File: config.mk
export PLATFORM = sky130hd
export DESIGN_NAME = rdq_ctrl
export DESIGN_NICKNAME = d
export VERILOG_FILES = /design/src/rtl/core/rdq_pkg.sv /design/src/rtl/core/rdq_ctrl.sv
export SDC_FILE = /design/constraint.sdc
export NUM_CORES = 1
export LEC_CHECK = 0
export BUFFER_PORTS_ARGS = -buffer_cell sky130_fd_sc_hd__buf_2
export CAP_MARGIN = 25
export CELL_PAD_IN_SITES_DETAIL_PLACEMENT = 0
export CELL_PAD_IN_SITES_GLOBAL_PLACEMENT = 1
export CORE_AREA = 5 5 42 44
export CTS_CLUSTER_DIAMETER = 150
export DETAILED_ROUTE_END_ITERATION = 16
export DIE_AREA = 0 0 47 49
export PLACE_DENSITY = 0.7
export SLEW_MARGIN = 10
export SYNTH_ARGS = -nofsm -noshare
export SYNTH_HDL_FRONTEND = slang
export SYNTH_SLANG_ARGS = --single-unit
File: constraint.sdc
create_clock -name clk_i -period 1.6 [get_ports clk_i]
set_input_delay 0.16 -clock clk_i [delete_from_list [all_inputs] [get_ports clk_i]]
set_output_delay 0.16 -clock clk_i [all_outputs]
set_load 0.02 [all_outputs]
File: src/rtl/core/rdq_pkg.sv
package rdq_pkg;

  localparam int ACT_W = 3;
  localparam int KEY_W = 31;
  localparam int CAP_W = 11;
  localparam logic [CAP_W-1:0] CAP_RESET = 11'd1024;

  typedef enum logic [ACT_W-1:0] {
    ACT_PUSH_FRONT = 3'd0,
    ACT_PUSH_BACK  = 3'd1,
    ACT_POP_FRONT  = 3'd2,
    ACT_POP_BACK   = 3'd3,
    ACT_DEL_FRONT  = 3'd4,
    ACT_DEL_BACK   = 3'd5
  } action_e;

  typedef enum logic [2:0] {
    ST_IDLE,
    ST_EXEC,
    ST_READ,
    ST_CHECK,
    ST_DONE
  } ctrl_state_e;

  typedef struct packed {
    logic in_ready;
    logic push;
    logic walk_init;
    logic pop_step;
    logic del_step;
    logic mark_dead;
    logic res_set;
    logic res_ok;
    logic res_take;
    logic out_load;
  } cmd_t;

  typedef struct packed {
    logic in_valid;
    logic is_push;
    logic is_pop;
    logic is_del;
    logic has_room;
    logic empty;
    logic live;
    logic key_hit;
    logic pop_last;
    logic del_last;
    logic out_free;
  } sts_t;

endpackage

File: src/rtl/core/rdq_ctrl.sv
module rdq_ctrl (
  input  logic          clk_i,
  input  logic          rst_ni,
  input  rdq_pkg::sts_t sts_i,
  output rdq_pkg::cmd_t cmd_o
);

  rdq_pkg::ctrl_state_e state_q, state_d;

  always_ff @(posedge clk_i or negedge rst_ni) begin
    if (!rst_ni) begin
      state_q <= rdq_pkg::ST_IDLE;
    end else begin
      state_q <= state_d;
    end
  end

  always_comb begin
    state_d = state_q;
    cmd_o   = '0;
    case (state_q)
      rdq_pkg::ST_IDLE: begin
        cmd_o.in_ready = 1'b1;
        if (sts_i.in_valid) begin
          state_d = rdq_pkg::ST_EXEC;
        end
      end
      rdq_pkg::ST_EXEC: begin
        if (sts_i.is_push) begin
          cmd_o.push    = sts_i.has_room;
          cmd_o.res_set = 1'b1;
          cmd_o.res_ok  = sts_i.has_room;
          state_d       = rdq_pkg::ST_DONE;
        end else if ((sts_i.is_pop || sts_i.is_del) && !sts_i.empty) begin
          cmd_o.walk_init = 1'b1;
          state_d         = rdq_pkg::ST_READ;
        end else begin
          cmd_o.res_set = 1'b1;
          state_d       = rdq_pkg::ST_DONE;
        end
      end
      rdq_pkg::ST_READ: begin
        state_d = rdq_pkg::ST_CHECK;
      end
      rdq_pkg::ST_CHECK: begin
        if (sts_i.is_pop) begin
          cmd_o.pop_step = 1'b1;
          if (sts_i.live) begin
            cmd_o.res_set  = 1'b1;
            cmd_o.res_ok   = 1'b1;
            cmd_o.res_take = 1'b1;
            state_d        = rdq_pkg::ST_DONE;
          end else if (sts_i.pop_last) begin
            cmd_o.res_set = 1'b1;
            state_d       = rdq_pkg::ST_DONE;
          end else begin
            state_d = rdq_pkg::ST_READ;
          end
        end else begin
          if (sts_i.live && sts_i.key_hit) begin
            cmd_o.mark_dead = 1'b1;
            cmd_o.res_set   = 1'b1;
            cmd_o.res_ok    = 1'b1;
            state_d         = rdq_pkg::ST_DONE;
          end else if (sts_i.del_last) begin
            cmd_o.res_set = 1'b1;
            state_d       = rdq_pkg::ST_DONE;
          end else begin
            cmd_o.del_step = 1'b1;
            state_d        = rdq_pkg::ST_READ;
          end
        end
      end
      rdq_pkg::ST_DONE: begin
        if (sts_i.out_free) begin
          cmd_o.out_load = 1'b1;
          state_d        = rdq_pkg::ST_IDLE;
        end
      end
      default: begin
        state_d = rdq_pkg::ST_IDLE;
      end
    endcase
  end

endmodule

==> summary by stage, run 1 <==
Cells and area
The number of flip-flops in the largest register is 3. The filler cell count in the final layout is 159. The register with the most flip-flops in the final layout is state_q. In the final layout, the registers with the most flip-flops are state_q: 3 flops. The repair_antennas step left the layout with diodes totalling 0. Excluding fillers, the count of instances in the completed layout stands at 79.

Leaving out fill and tap cells, the most frequent cell in the layout is sky130_fd_sc_hd__buf_2. The top cell types in the final layout, fill and taps aside, are sky130_fd_sc_hd__buf_2, sky130_fd_sc_hd__nor2_1, sky130_fd_sc_hd__nor3_1, sky130_fd_sc_hd__clkbuf_4, sky130_fd_sc_hd__buf_4. The sequential standard cell area is 76.3 sq um.

The fraction of layout instances using a drive strength above 1 is 52.4%. The combined area of the multi-input logic cells is 195 sq um. Once layout is done, the placed cells without fillers occupy 464 sq um.

From synthesis to final layout, the design area changed by 65.6%. For this run, the post-layout net count is 77. Cells fill 33.1% of the core in the end.

Synthesis
Yosys mapped a number of flops with a built-in enable equal to 0. The number of distinct library cell variants in the gate-level netlist after synthesis is 23. The sequential fraction of the synthesis area is 26.8%. The synthesized netlist occupies a cell area of 280 sq um. The count of warnings emitted by yosys is 0. Sorting the synthesized cells by area gives the leading types as sky130_fd_sc_hd__dfrtp_1, sky130_fd_sc_hd__nor3b_1, sky130_fd_sc_hd__nor3_1, sky130_fd_sc_hd__nor2_1, sky130_fd_sc_hd__and3_1. After technology mapping, the gate count stands at 35. The share of synthesized registers carrying an async set or reset is 100%. The post-synthesis net count is 48.

The share of synthesized area in the top cell type comes to 26.8%. The flip-flop cell with the highest count after synthesis is sky130_fd_sc_hd__dfrtp_1. Averaged over all synthesized cells, the footprint is 8.01 sq um. The biggest area consumer among synthesized cells is sky130_fd_sc_hd__dfrtp_1. The count of state elements after synthesis is 3.

CTS
The register clock-pin slew on the reported worst setup and hold paths is 40 ps. The TritonCTS clock tree is done. Clock latency on the worst-skew pair, taken at its later pin, is 230 ps. The number of buffers on the longest clock path is 2. Buffers inserted during clock tree synthesis total 3. The clock root buffer master is sky130_fd_sc_hd__clkbuf_4. The maximum level of the CTS H-tree is 1. The clock drives 3 sinks.

STA
Setup repair after global routing left no endpoint under its margin. At the pin with the least slew margin, the transition time is 364 ps. The worst path uses 94.9% of the clock period. Setup violations remaining at the end of the flow were counted as 0. The hold violation total from the final report is 0. The headroom to the max-slew limit is 75.5%. Across the routed clock network, the largest skew measured is 3.43 ps. The clock period minus final worst setup slack is 1520 ps. The final number of max-transition violations is 0. Adding up every negative setup slack in the final design gives 0 ps. Static timing analysis puts the maximum clock frequency at 0.658 GHz.

Routing
Summed over all layers, the routed wires come to 874 um. The number of nets still failing antenna checks after routing is 0. The starting DRC count in detailed routing is 1.

The average routed wire per standard cell is 11.1 um. The first TritonRoute pass finished after 2 iterations. The routed layout has 356 vias.

Using the TritonRoute via totals, the vias-per-cell ratio works out to 4.51. The residual DRC count is 0.

Die
The core region area is 0.00140 sq mm. The area of the die is 0.00230 sq mm. The floorplan die width is 47 um. The boundary pin count is 23.

The floorplan has 14 rows. For this configuration, the core starts out at a cell density of 20.0%. The height of the die is 49 um.

Critical path
The data arrival time of the critical path is 1360 ps. STA classifies the critical path endpoint as an output port. The worst setup path is launched from a register.

The required arrival time at the worst endpoint is 1440 ps. On the critical path, the stage with the largest delay is an instance of sky130_fd_sc_hd__dfrtp_2. The highest cell delay on the worst timing path is 440 ps.

Along the worst path, the maximum fanout reaches 8. The worst setup path is of the reg2out kind. Walking the worst path, the cells encountered are and3b_2, nand2_1, nor3b_1, buf_2.

GRT
The number of global-route vias before repair was 329. The total overflow left after global routing is 0. The maximum number of pins on one net before global-route repair is 9.

The first global-routing pass estimated 1410 um of wire. The number of antenna violations at the first check in global routing came to 0. The all-layer global routing usage is 8.61%.

Power and ir drop
In this run the power spent charging and discharging nets is 290 uW. The total power is 674 uW. Combinational logic is responsible for 56.3% of the overall power. Summed over all cells, the static leakage comes to 0.249 nW. The share of total power in sequential cells is 23.6%. Net switching is 43.0% of the power. The cell internal power dissipation is 384 uW. The worst IR drop on VDD is 0.703 mV. The clock power share is 20.1%. The power per unit of standard cell area is 1450 mW/mm^2.

Placement
The HPWL after detailed placement is 707 um. The placed instance count is 73. The global placement routability congestion is 0.771. The number of port buffers is 22. The cell area after placement is 413 sq um.

Worst hold path
In this run the worst hold path is classified as in2reg.

Run status
The flow ran to the end, and the final reports show no timing, DRC or antenna violations.

Run
Max-cap violations in this run came to 0.
==> synth_stat cells, types with 2 or more instances <==
master and number:
sky130_fd_sc_hd__o21ai_0 2, sky130_fd_sc_hd__dfrtp_1 3, sky130_fd_sc_hd__and3_1 2, sky130_fd_sc_hd__nor2_1 4, sky130_fd_sc_hd__nor3_1 3, sky130_fd_sc_hd__nand2_1 2
sky130_fd_sc_hd__nor3b_1 3
==> kinds of logic after synthesis <==
logic type | count (synthesis) | share of synthesized area [%]
simple gates | 21 | 46.0
compound gates | 8 | 21.4
flops | 3 | 26.8
buf+inv | 3 | 5.80
==> final timing paths <==
kind	start	endpoint	slack, ps	cells past startpoint
min in group asynchronous	rst_ni	state_q[1]	250	2
worst max-delay path	state_q[2]	cmd_o[4]	80	4
worst min-delay path	sts_i[10]	state_q[0]	190	3
worst min register to register	state_q[2]	state_q[0]	530	1
max in group asynchronous	rst_ni	state_q[2]	1230	2
worst max register to register	state_q[2]	state_q[2]	370	3
==> layer usage <==
layer	up-vias	GRT usage [%]	wire length (um)
met5	-	0	0
met4	0	8.29	29
met3	4	1.11	44
met2	11	12.0	426
met1	155	10.6	374
li1	186	-	-
==> critical path, delay by kind of cell, from the launching register on <==
kind,cells,cell delay [ps]
buffers and inverters,1,190
and+or+nand+nor,3,490
DFF,1,440
==> cell type report <==
type | count | area share (%)
flip-flops and latches | 3 | 16.4
multi-input cells | 29 | 42.0
inverters | 1 | 0.809
well taps | 16 | 4.31
repair buffers | 26 | 30.7
clock buffers | 4 | 5.66
==> power groups by stage <==
stage | Combinational [mW] | Sequential [mW] | Clock, mW
after floorplan | 0.270 | 0.133 | 0
after global placement | 0.373 | 0.150 | 0
after detailed placement | 0.370 | 0.154 | 0
after CTS | 0.378 | 0.159 | 0.139
after global routing | 0.409 | 0.168 | 0.145
final | 0.379 | 0.159 | 0.135
==> through the flow <==
step                      worst slack (ps)  hold slack (ps)
after floorplan                        141             -136
after global placement                 261            -42.8
after detailed placement               233            -44.3
after CTS                             23.2              188
after global routing                  1.67              195
final                                 80.9              189
==> repair_timing <==
item | CTS | global route
pin swaps | 0 | 0
hold buffers | 1 | 0
endpoints found under the setup margin | 2 | 1
gates resized for setup | 3 | 0
endpoints found under the hold margin | 3 | 0
setup buffers | 0 | 1
Power figures use the tool's default switching activity.
==> run 2: changes to the inputs <==
--- a/config.mk
+++ b/config.mk
@@ -5,15 +5,16 @@
 export SDC_FILE = /design/constraint.sdc
 export NUM_CORES = 1
 export LEC_CHECK = 0
+export ABC_AREA = 1
 export BUFFER_PORTS_ARGS = -buffer_cell sky130_fd_sc_hd__buf_2
 export CAP_MARGIN = 25
 export CELL_PAD_IN_SITES_DETAIL_PLACEMENT = 0
 export CELL_PAD_IN_SITES_GLOBAL_PLACEMENT = 1
-export CORE_AREA = 5 5 42 44
+export CORE_MARGIN = 5
+export CORE_UTILIZATION = 21
 export CTS_CLUSTER_DIAMETER = 150
 export DETAILED_ROUTE_END_ITERATION = 16
-export DIE_AREA = 0 0 47 49
-export PLACE_DENSITY = 0.7
+export PLACE_DENSITY = 0.75
 export SLEW_MARGIN = 10
 export SYNTH_ARGS = -nofsm -noshare
 export SYNTH_HDL_FRONTEND = slang
==> summary by stage, run 2 <==
Cells and area
The final layout net count came to 93 (+21%). The library cell used most frequently in the layout, excluding fill and tap cells, is sky130_fd_sc_hd__buf_2. The area growth from synthesis to layout is 58.2%. The final antenna diode count is 0 (unchanged). The fraction of layout instances using a drive strength above 1 is 32.9% (-19 points). The register with the most flip-flops is state_q.

The number of flip-flops in the largest register was 3 (unchanged). The largest registers in the layout are state_q: 3 flops. Leaving out fill and tap cells, the most frequent cells in the layout are sky130_fd_sc_hd__buf_2, sky130_fd_sc_hd__nor2_1, sky130_fd_sc_hd__nand2_1. The filler cell count in the final layout is 160 (+0.63%).

STA
Setup repair after global routing left no endpoint under its margin. The upper clock frequency limit is 0.693 GHz (+5.3%). The aggregate negative setup slack is 0 ps (unchanged). The setup-violating endpoint count in the final report is 0 (unchanged). The hold violation total from the final report is 0 (unchanged). The final number of max-transition violations is 0 (unchanged). The measured slew at the worst slew-check pin is 234 ps (-130 ps). The headroom to the max-slew limit is 84.3% (+8.8 points).

The worst clock skew on the final layout was 1.54 ps (-1.89 ps). The clock period minus final worst setup slack is 1440 ps (-77.0 ps). The fraction of the cycle the final worst path needs came to 90.1% (-4.8 points).

Synthesis
The average footprint of a synthesized cell is 5.46 sq um (-32%). By area the synthesized netlist is led by sky130_fd_sc_hd__dfrtp_1, sky130_fd_sc_hd__nand2_1, sky130_fd_sc_hd__nor2_1, sky130_fd_sc_hd__inv_1, sky130_fd_sc_hd__nand3_1. The share of synthesized registers carrying an async set or reset is 100% (unchanged).

The post-synthesis net count came to 65 (+35%). The number of distinct library cell variants in the gate-level netlist after synthesis came to 10 (-57%). The count of state elements after synthesis is 3 (unchanged). The area share of the largest cell type after synthesis was 26.4% (-0.35 points).

The dominant combinational cell family by area after synthesis is simple AND/OR/NAND/NOR gates. The biggest area consumer among synthesized cells is sky130_fd_sc_hd__dfrtp_1. The sequential fraction of the synthesis area came to 26.4% (-0.35 points). After synthesis, the most frequently instantiated cells are sky130_fd_sc_hd__nand2_1, sky130_fd_sc_hd__nor2_1, sky130_fd_sc_hd__inv_1. The count of warnings emitted by yosys is 0 (unchanged).

The mapped cell area is 284 sq um (+1.3%). The share of the synthesized netlist area taken by xor and xnor gates is 0% (unchanged). The flip-flop cell with the highest count after synthesis is sky130_fd_sc_hd__dfrtp_1. The mux share of post-synthesis cell area is 0% (unchanged). The adder-cell area share of the yosys netlist came to 0% (unchanged). The cell count after synthesis came to 52 (+49%).

The simple-gate share of the synthesized area is 51.5% (+5.6 points). The fraction of the mapped netlist area in compound gates came to 7.49% (-14 points). The number of synthesized flops with an enable pin is 0 (unchanged).

GRT
The number of antenna violations at the first check in global routing is 0 (unchanged). The number of global-route vias before repair came to 393 (+19%). The maximum number of pins on one net before global-route repair is 8 (-1). The all-layer global routing usage is 9.20% (+0.59 points). The first-pass GRT wire length is 1410 um (unchanged). The total grt overflow was 0 (unchanged).

Die
The number of rows created at floorplan was 13 (-1). The area of the die is 0.00219 sq mm (-5.0%). The height of the die is 46.8 um (-4.5%). The boundary pin count came to 23 (unchanged).

The initial core utilization is 22.1% (+2.1 points). The floorplan die width is 46.8 um (-0.48%). The core region area is 0.00128 sq mm (-8.3%).

Critical path
The library cell contributing the largest single delay on the critical path is sky130_fd_sc_hd__dfrtp_1. The highest cell delay on the worst timing path is 400 ps (-40 ps). The critical path goes through inv_1, nand3_1, o22ai_1, buf_2. The largest driver fanout on the critical path is 5 (-3).

The critical path in this run is classified as reg2out. The data arrival time of the critical path came to 1280 ps (-80 ps). The kind of start point of the critical path is a register. The required arrival time at the worst endpoint is 1440 ps (about the same).

The category of the worst setup path capture point is an output port.

Routing
The number of nets still failing antenna checks after routing came to 0 (unchanged). The met2 wire length is 408 um (-4.2%). The number of vias in the routed layout is 384 (+7.9%).

The average routed wire per standard cell is 9.21 um (-17%). The met3 wire length is 95 um (+120%). The routed length on met1 came to 362 um (-3.2%).

The number of optimization iterations in the first detailed-route pass was 2 (unchanged). The highest metal layer with signal wires is met3. The starting DRC count in detailed routing was 2 (+1). The routed via count divided by cell count is 4.09 (-9.3%). The residual DRC count is 0 (unchanged). The total length of routed wires was 866 um (-0.92%).

CTS
The number of sinks driven by the clock tree is 3 (unchanged). The register clock-pin slew on the reported worst setup and hold paths was 40 ps (about the same). The maximum level of the CTS H-tree is 1 (unchanged). The root buffer cell chosen for the clock tree is sky130_fd_sc_hd__clkbuf_4. The count of hold buffers inserted by post-cts repair is 1 (unchanged).

The clock insertion delay at the later pin of the skew report is 230 ps (about the same). TritonCTS built the clock tree. The number of clock buffers inserted by TritonCTS is 3 (unchanged). The number of buffers added for setup after CTS came to 0 (unchanged).

The number of gates given a new drive strength after cts is 0 (-3). The number of buffers on the longest clock path is 2 (unchanged).

Power and ir drop
The net switching power figure is 286 uW (-1.4%). The power per unit of standard cell area came to 1330 mW/mm^2 (-8.3%). The worst IR drop on VDD is 0.549 mV (-22%). The net switching share of the total power came to 47.8% (+4.8 points). The leakage power total is 0.293 nW (+18%). The share of total power in combinational logic is 52.1% (-4.2 points).

The clock power share is 22.1% (+2.0 points). The share of total power in sequential cells is 25.8% (+2.2 points). The total power is 598 uW (-11%). The cell internal power dissipation is 312 uW (-19%).

Placement
The number of port buffers was 22 (unchanged). The HPWL after detailed placement is 724 um (+2.4%). The global placement routability congestion is 0.802 (+4.0%).

Run status
The flow ran to the end, and the final reports show no timing, DRC or antenna violations.

Worst hold path
The class of the tightest hold or removal check is in2reg.

Run
The count of max-cap constraint violations was 0 (unchanged).
[run 2: cells by family (layout without fill, tap and decap cells)]
family                 Yosys count  after routing
buffers and inverters           11             38
AOI/OAI and AO/OA                4              4
DFF                              3              3
and+or+nand+nor                 34             34
[run 2: per-stage QoR]
step                      cells  util [%]  hold slack, ps  setup WS (ps)  cell area (sq um)
after floorplan              52         -            -136            288                284
after global placement       89      32.1           -44.2            362                413
after detailed placement     89      32.1           -43.4            400                413
after CTS                    94      35.0             201            144                449
after global routing         94      35.0             249           38.1                449
final                        94      35.0             206            158                449
[run 2: final cells by class]
type                    count  area [sq um]  area share [%]
well taps                  15          18.8            4.18
multi-input cells          38           168            37.3
repair buffers             23           120            26.7
flip-flops and latches      3          75.1            16.7
clock buffers               4          26.3            5.85
inverters                  11          41.3            9.19
[run 2: power groups by stage]
| stage | Sequential (mW) | Combinational (mW) | Clock (mW) |
|---|---|---|---|
| floorplan | 0.145 | 0.221 | 0 |
| global placement | 0.154 | 0.318 | 0 |
| detailed placement | 0.154 | 0.315 | 0 |
| CTS | 0.153 | 0.318 | 0.143 |
| global route | 0.160 | 0.352 | 0.145 |
| finish | 0.154 | 0.312 | 0.132 |
[run 2: worst paths after layout]
| kind | startpoint | end | slack, ps | cells past startpoint |
|---|---|---|---|---|
| setup / recovery | state_q[2] | cmd_o[2] | 160 | 4 |
| min in group asynchronous | rst_ni | state_q[1] | 260 | 2 |
| hold / removal | sts_i[10] | state_q[0] | 210 | 3 |
| setup reg to reg | state_q[0] | state_q[0] | 590 | 4 |
| hold reg to reg | state_q[2] | state_q[0] | 620 | 3 |
| max in group asynchronous | rst_ni | state_q[2] | 1240 | 2 |
[run 2: metal layers]
layer	global-route usage, %	vias up
met3	1.15	0
met2	14.9	14
met1	10.4	156
met4	8.29	0
li1	-	214
met5	0	-
[run 2: critical path: cells and delay by family, from the launching register on]
family	cells	cell delay, ps
compound gates	1	180
buf+inv	2	300
flops	1	400
simple gates	1	170
==> run 3: changes to the inputs <==
--- a/config.mk
+++ b/config.mk
@@ -10,11 +10,11 @@
 export CAP_MARGIN = 25
 export CELL_PAD_IN_SITES_DETAIL_PLACEMENT = 0
 export CELL_PAD_IN_SITES_GLOBAL_PLACEMENT = 1
-export CORE_MARGIN = 5
+export CORE_MARGIN = 4
 export CORE_UTILIZATION = 21
-export CTS_CLUSTER_DIAMETER = 150
+export CTS_CLUSTER_DIAMETER = 30
 export DETAILED_ROUTE_END_ITERATION = 16
-export PLACE_DENSITY = 0.75
+export PLACE_DENSITY_LB_ADDON = 0.1
 export SLEW_MARGIN = 10
 export SYNTH_ARGS = -nofsm -noshare
 export SYNTH_HDL_FRONTEND = slang
==> summary by stage, run 3 (same netlist as run 2, synthesis figures left out) <==
Run status
The flow ran to the end, and the final reports show no timing, DRC or antenna violations.

Worst hold path
The worst hold path begins at sts_i[10]. The class of the tightest hold or removal check is in2reg.

Critical path
STA classifies the critical path endpoint as an output port. The path type of the worst setup path is reg2out. Walking the worst path, the cells encountered are inv_1, nand3_2, inv_1, nand2_1, nand2_1, buf_2. The kind of start point of the critical path is a register. The data arrival time of the critical path is 1230 ps (-50 ps). The worst flop-to-flop path startpoint is state_q[0]. The library cell contributing the largest single delay on the critical path is sky130_fd_sc_hd__dfrtp_1.

The required arrival time at the worst endpoint is 1440 ps (about the same). The largest driver fanout on the critical path is 7 (+2). The source of the critical timing path is state_q[1]. The highest cell delay on the worst timing path came to 450 ps (+50 ps).

STA
The aggregate negative setup slack is 0 ps (unchanged). The fraction of the cycle the final worst path needs was 87.0% (-3.1 points). The worst setup margin is 207 ps (+49.5 ps). The clock period minus final worst setup slack was 1390 ps (-49.5 ps). The final number of max-transition violations came to 0 (unchanged).

The headroom to the max-slew limit is 83.8% (-0.44 points). The hold violation total from the final report is 0 (unchanged). The setup-violating endpoint count in the final report is 0 (unchanged). The measured slew at the worst slew-check pin is 242 ps (+8.79 ps). The worst clock skew on the final layout is 6.07 ps (+4.53 ps). The final hold slack is 199 ps (-7.03 ps). The upper clock frequency limit is 0.718 GHz (+3.6%).

Placement
The placed instance count is 88 (-1.1%). The HPWL after detailed placement was 743 um (+2.7%). The number of port buffers is 22 (unchanged).

The cell area after placement is 412 sq um (-0.30%). The worst slack at placement is 387 ps (-12.8 ps). The global placement routability congestion is 0.668 (-17%).

Cells and area
The final antenna diode count is 0 (unchanged). The most common cell after layout, fill and taps aside is sky130_fd_sc_hd__buf_2. The core occupancy in the finished layout is 38.2% (+3.2 points). The number of flip-flops in the largest register is 3 (unchanged).

The layout overhead on the synthesized area is 59.5%. The number of non-filler instances in the completed layout was 93 (-1.1%). The final layout net count came to 93 (unchanged). The filler cell count in the final layout is 140 (-13%). The register with the most flip-flops is state_q. The final cell area excluding filler cells is 453 sq um (+0.84%). The fraction of layout instances using a drive strength above 1 is 34.2% (+1.3 points). Leaving out fill and tap cells, the most frequent cells in the layout are sky130_fd_sc_hd__buf_2, sky130_fd_sc_hd__nor2_1, sky130_fd_sc_hd__nand2_1. The largest registers in the layout are state_q: 3 flops.

Die
The boundary pin count is 23 (unchanged). The floorplan die width was 44.8 um (-4.3%). The number of rows created at floorplan came to 12 (-1). The area of the die is 0.00200 sq mm (-8.4%). The height of the die was 44.8 um (-4.3%). The core region area is 0.00119 sq mm (-7.7%). The initial core utilization is 23.9% (+1.8 points).

GRT
The all-layer global routing usage came to 10.3% (+1.1 points). The total grt overflow is 0 (unchanged). The number of global-route vias before repair is 369 (-6.1%). The maximum number of pins on one net before global-route repair was 8 (unchanged).

The number of antenna violations at the first check in global routing is 0 (unchanged). The first-pass GRT wire length came to 1500 um (+6.4%).

Power and ir drop
The cell internal power dissipation is 314 uW (+0.36%). The power per unit of standard cell area is 1340 mW/mm^2 (+0.51%). The net switching power figure was 293 uW (+2.4%). The clock power share came to 22.1% (about the same). The total power is 606 uW (+1.4%). The share of total power in combinational logic is 51.6% (-0.5 points). The share of total power in sequential cells came to 26.3% (+0.5 points). The leakage power total was 0.293 nW (about the same). The worst IR drop on VDD is 0.796 mV (+45%).

The net switching share of the total power is 48.3% (+0.51 points).

Run
The count of max-cap constraint violations is 0 (unchanged).

CTS
The number of sinks driven by the clock tree is 3 (unchanged). The maximum level of the CTS H-tree is 1 (unchanged). The TritonCTS clock tree is done. The number of buffers on the longest clock path is 2 (unchanged).

The number of clock buffers inserted by TritonCTS was 3 (unchanged). The clock insertion delay at the later pin of the skew report is 230 ps (about the same). The root buffer cell chosen for the clock tree is sky130_fd_sc_hd__clkbuf_4.

The register clock-pin slew on the reported worst setup and hold paths is 40 ps (about the same).

Routing
The met2 wire length is 415 um (+1.7%). The total length of routed wires is 888 um (+2.5%). The highest metal layer carrying signal wires in the routed design is met3.

The average routed wire per standard cell is 9.55 um (+3.6%). The number of optimization iterations in the first detailed-route pass is 2 (unchanged). The met3 wire length is 60 um (-37%). The routed via count divided by cell count is 4.26 (+4.2%).

The number of vias in the routed layout is 396 (+3.1%). The number of nets still failing antenna checks after routing is 0 (unchanged). The routed length on met1 is 411 um (+14%). The residual DRC count is 0 (unchanged).

The starting DRC count in detailed routing is 5 (+3).
[run 3: cell types whose count changed in the layout (fill, tap and decap cells not counted)]
cell,delta
sky130_fd_sc_hd__nand3_2,+1
sky130_fd_sc_hd__nand3_1,-1
[run 3: power by group through the flow]
stage               sequential, mW  combinational, mW  clock (mW)
global placement             0.156              0.321           0
finish                       0.160              0.313       0.134
floorplan                    0.145              0.221           0
global route                 0.166              0.356       0.148
detailed placement           0.156              0.316           0
CTS                          0.155              0.319       0.138
[run 3: metal layers]
layer | track usage (%) | up-vias
met5 | 0 | -
met4 | 1.75 | 0
met3 | 4.78 | 0
met2 | 15.2 | 11
met1 | 14.0 | 167
li1 | - | 218
[run 3: what timing repair did]
action | in CTS | in global routing
hold buffers | 1 | 0
endpoints found under the setup margin | 0 | 1
buffers inserted | 0 | 0
endpoints found under the hold margin | 3 | 0
gates resized for setup | 0 | 1
[run 3: worst paths after layout]
kind | to | slack, ps | depth (start not counted)
min in group asynchronous | state_q[0] | 250 | 2
max in group asynchronous | state_q[2] | 1240 | 2
max | cmd_o[3] | 210 | 6
min reg2reg | state_q[0] | 620 | 3
min | state_q[0] | 200 | 3
max reg2reg | state_q[0] | 580 | 4
[run 3: area by class of cell]
| cell class | count | area, sq um | area share [%] |
|---|---|---|---|
| well taps | 14 | 17.5 | 3.87 |
| flip-flops and latches | 3 | 75.1 | 16.6 |
| multi-input cells | 38 | 173 | 38.1 |
| clock buffers | 4 | 26.3 | 5.80 |
| inverters | 11 | 41.3 | 9.12 |
| repair buffers | 23 | 120 | 26.5 |
[run 3: worst max-delay path: cells and delay by family (launching register included)]
family        cells  cell delay, ps
simple gates      3             200
buf+inv           3             350
flops             1             450
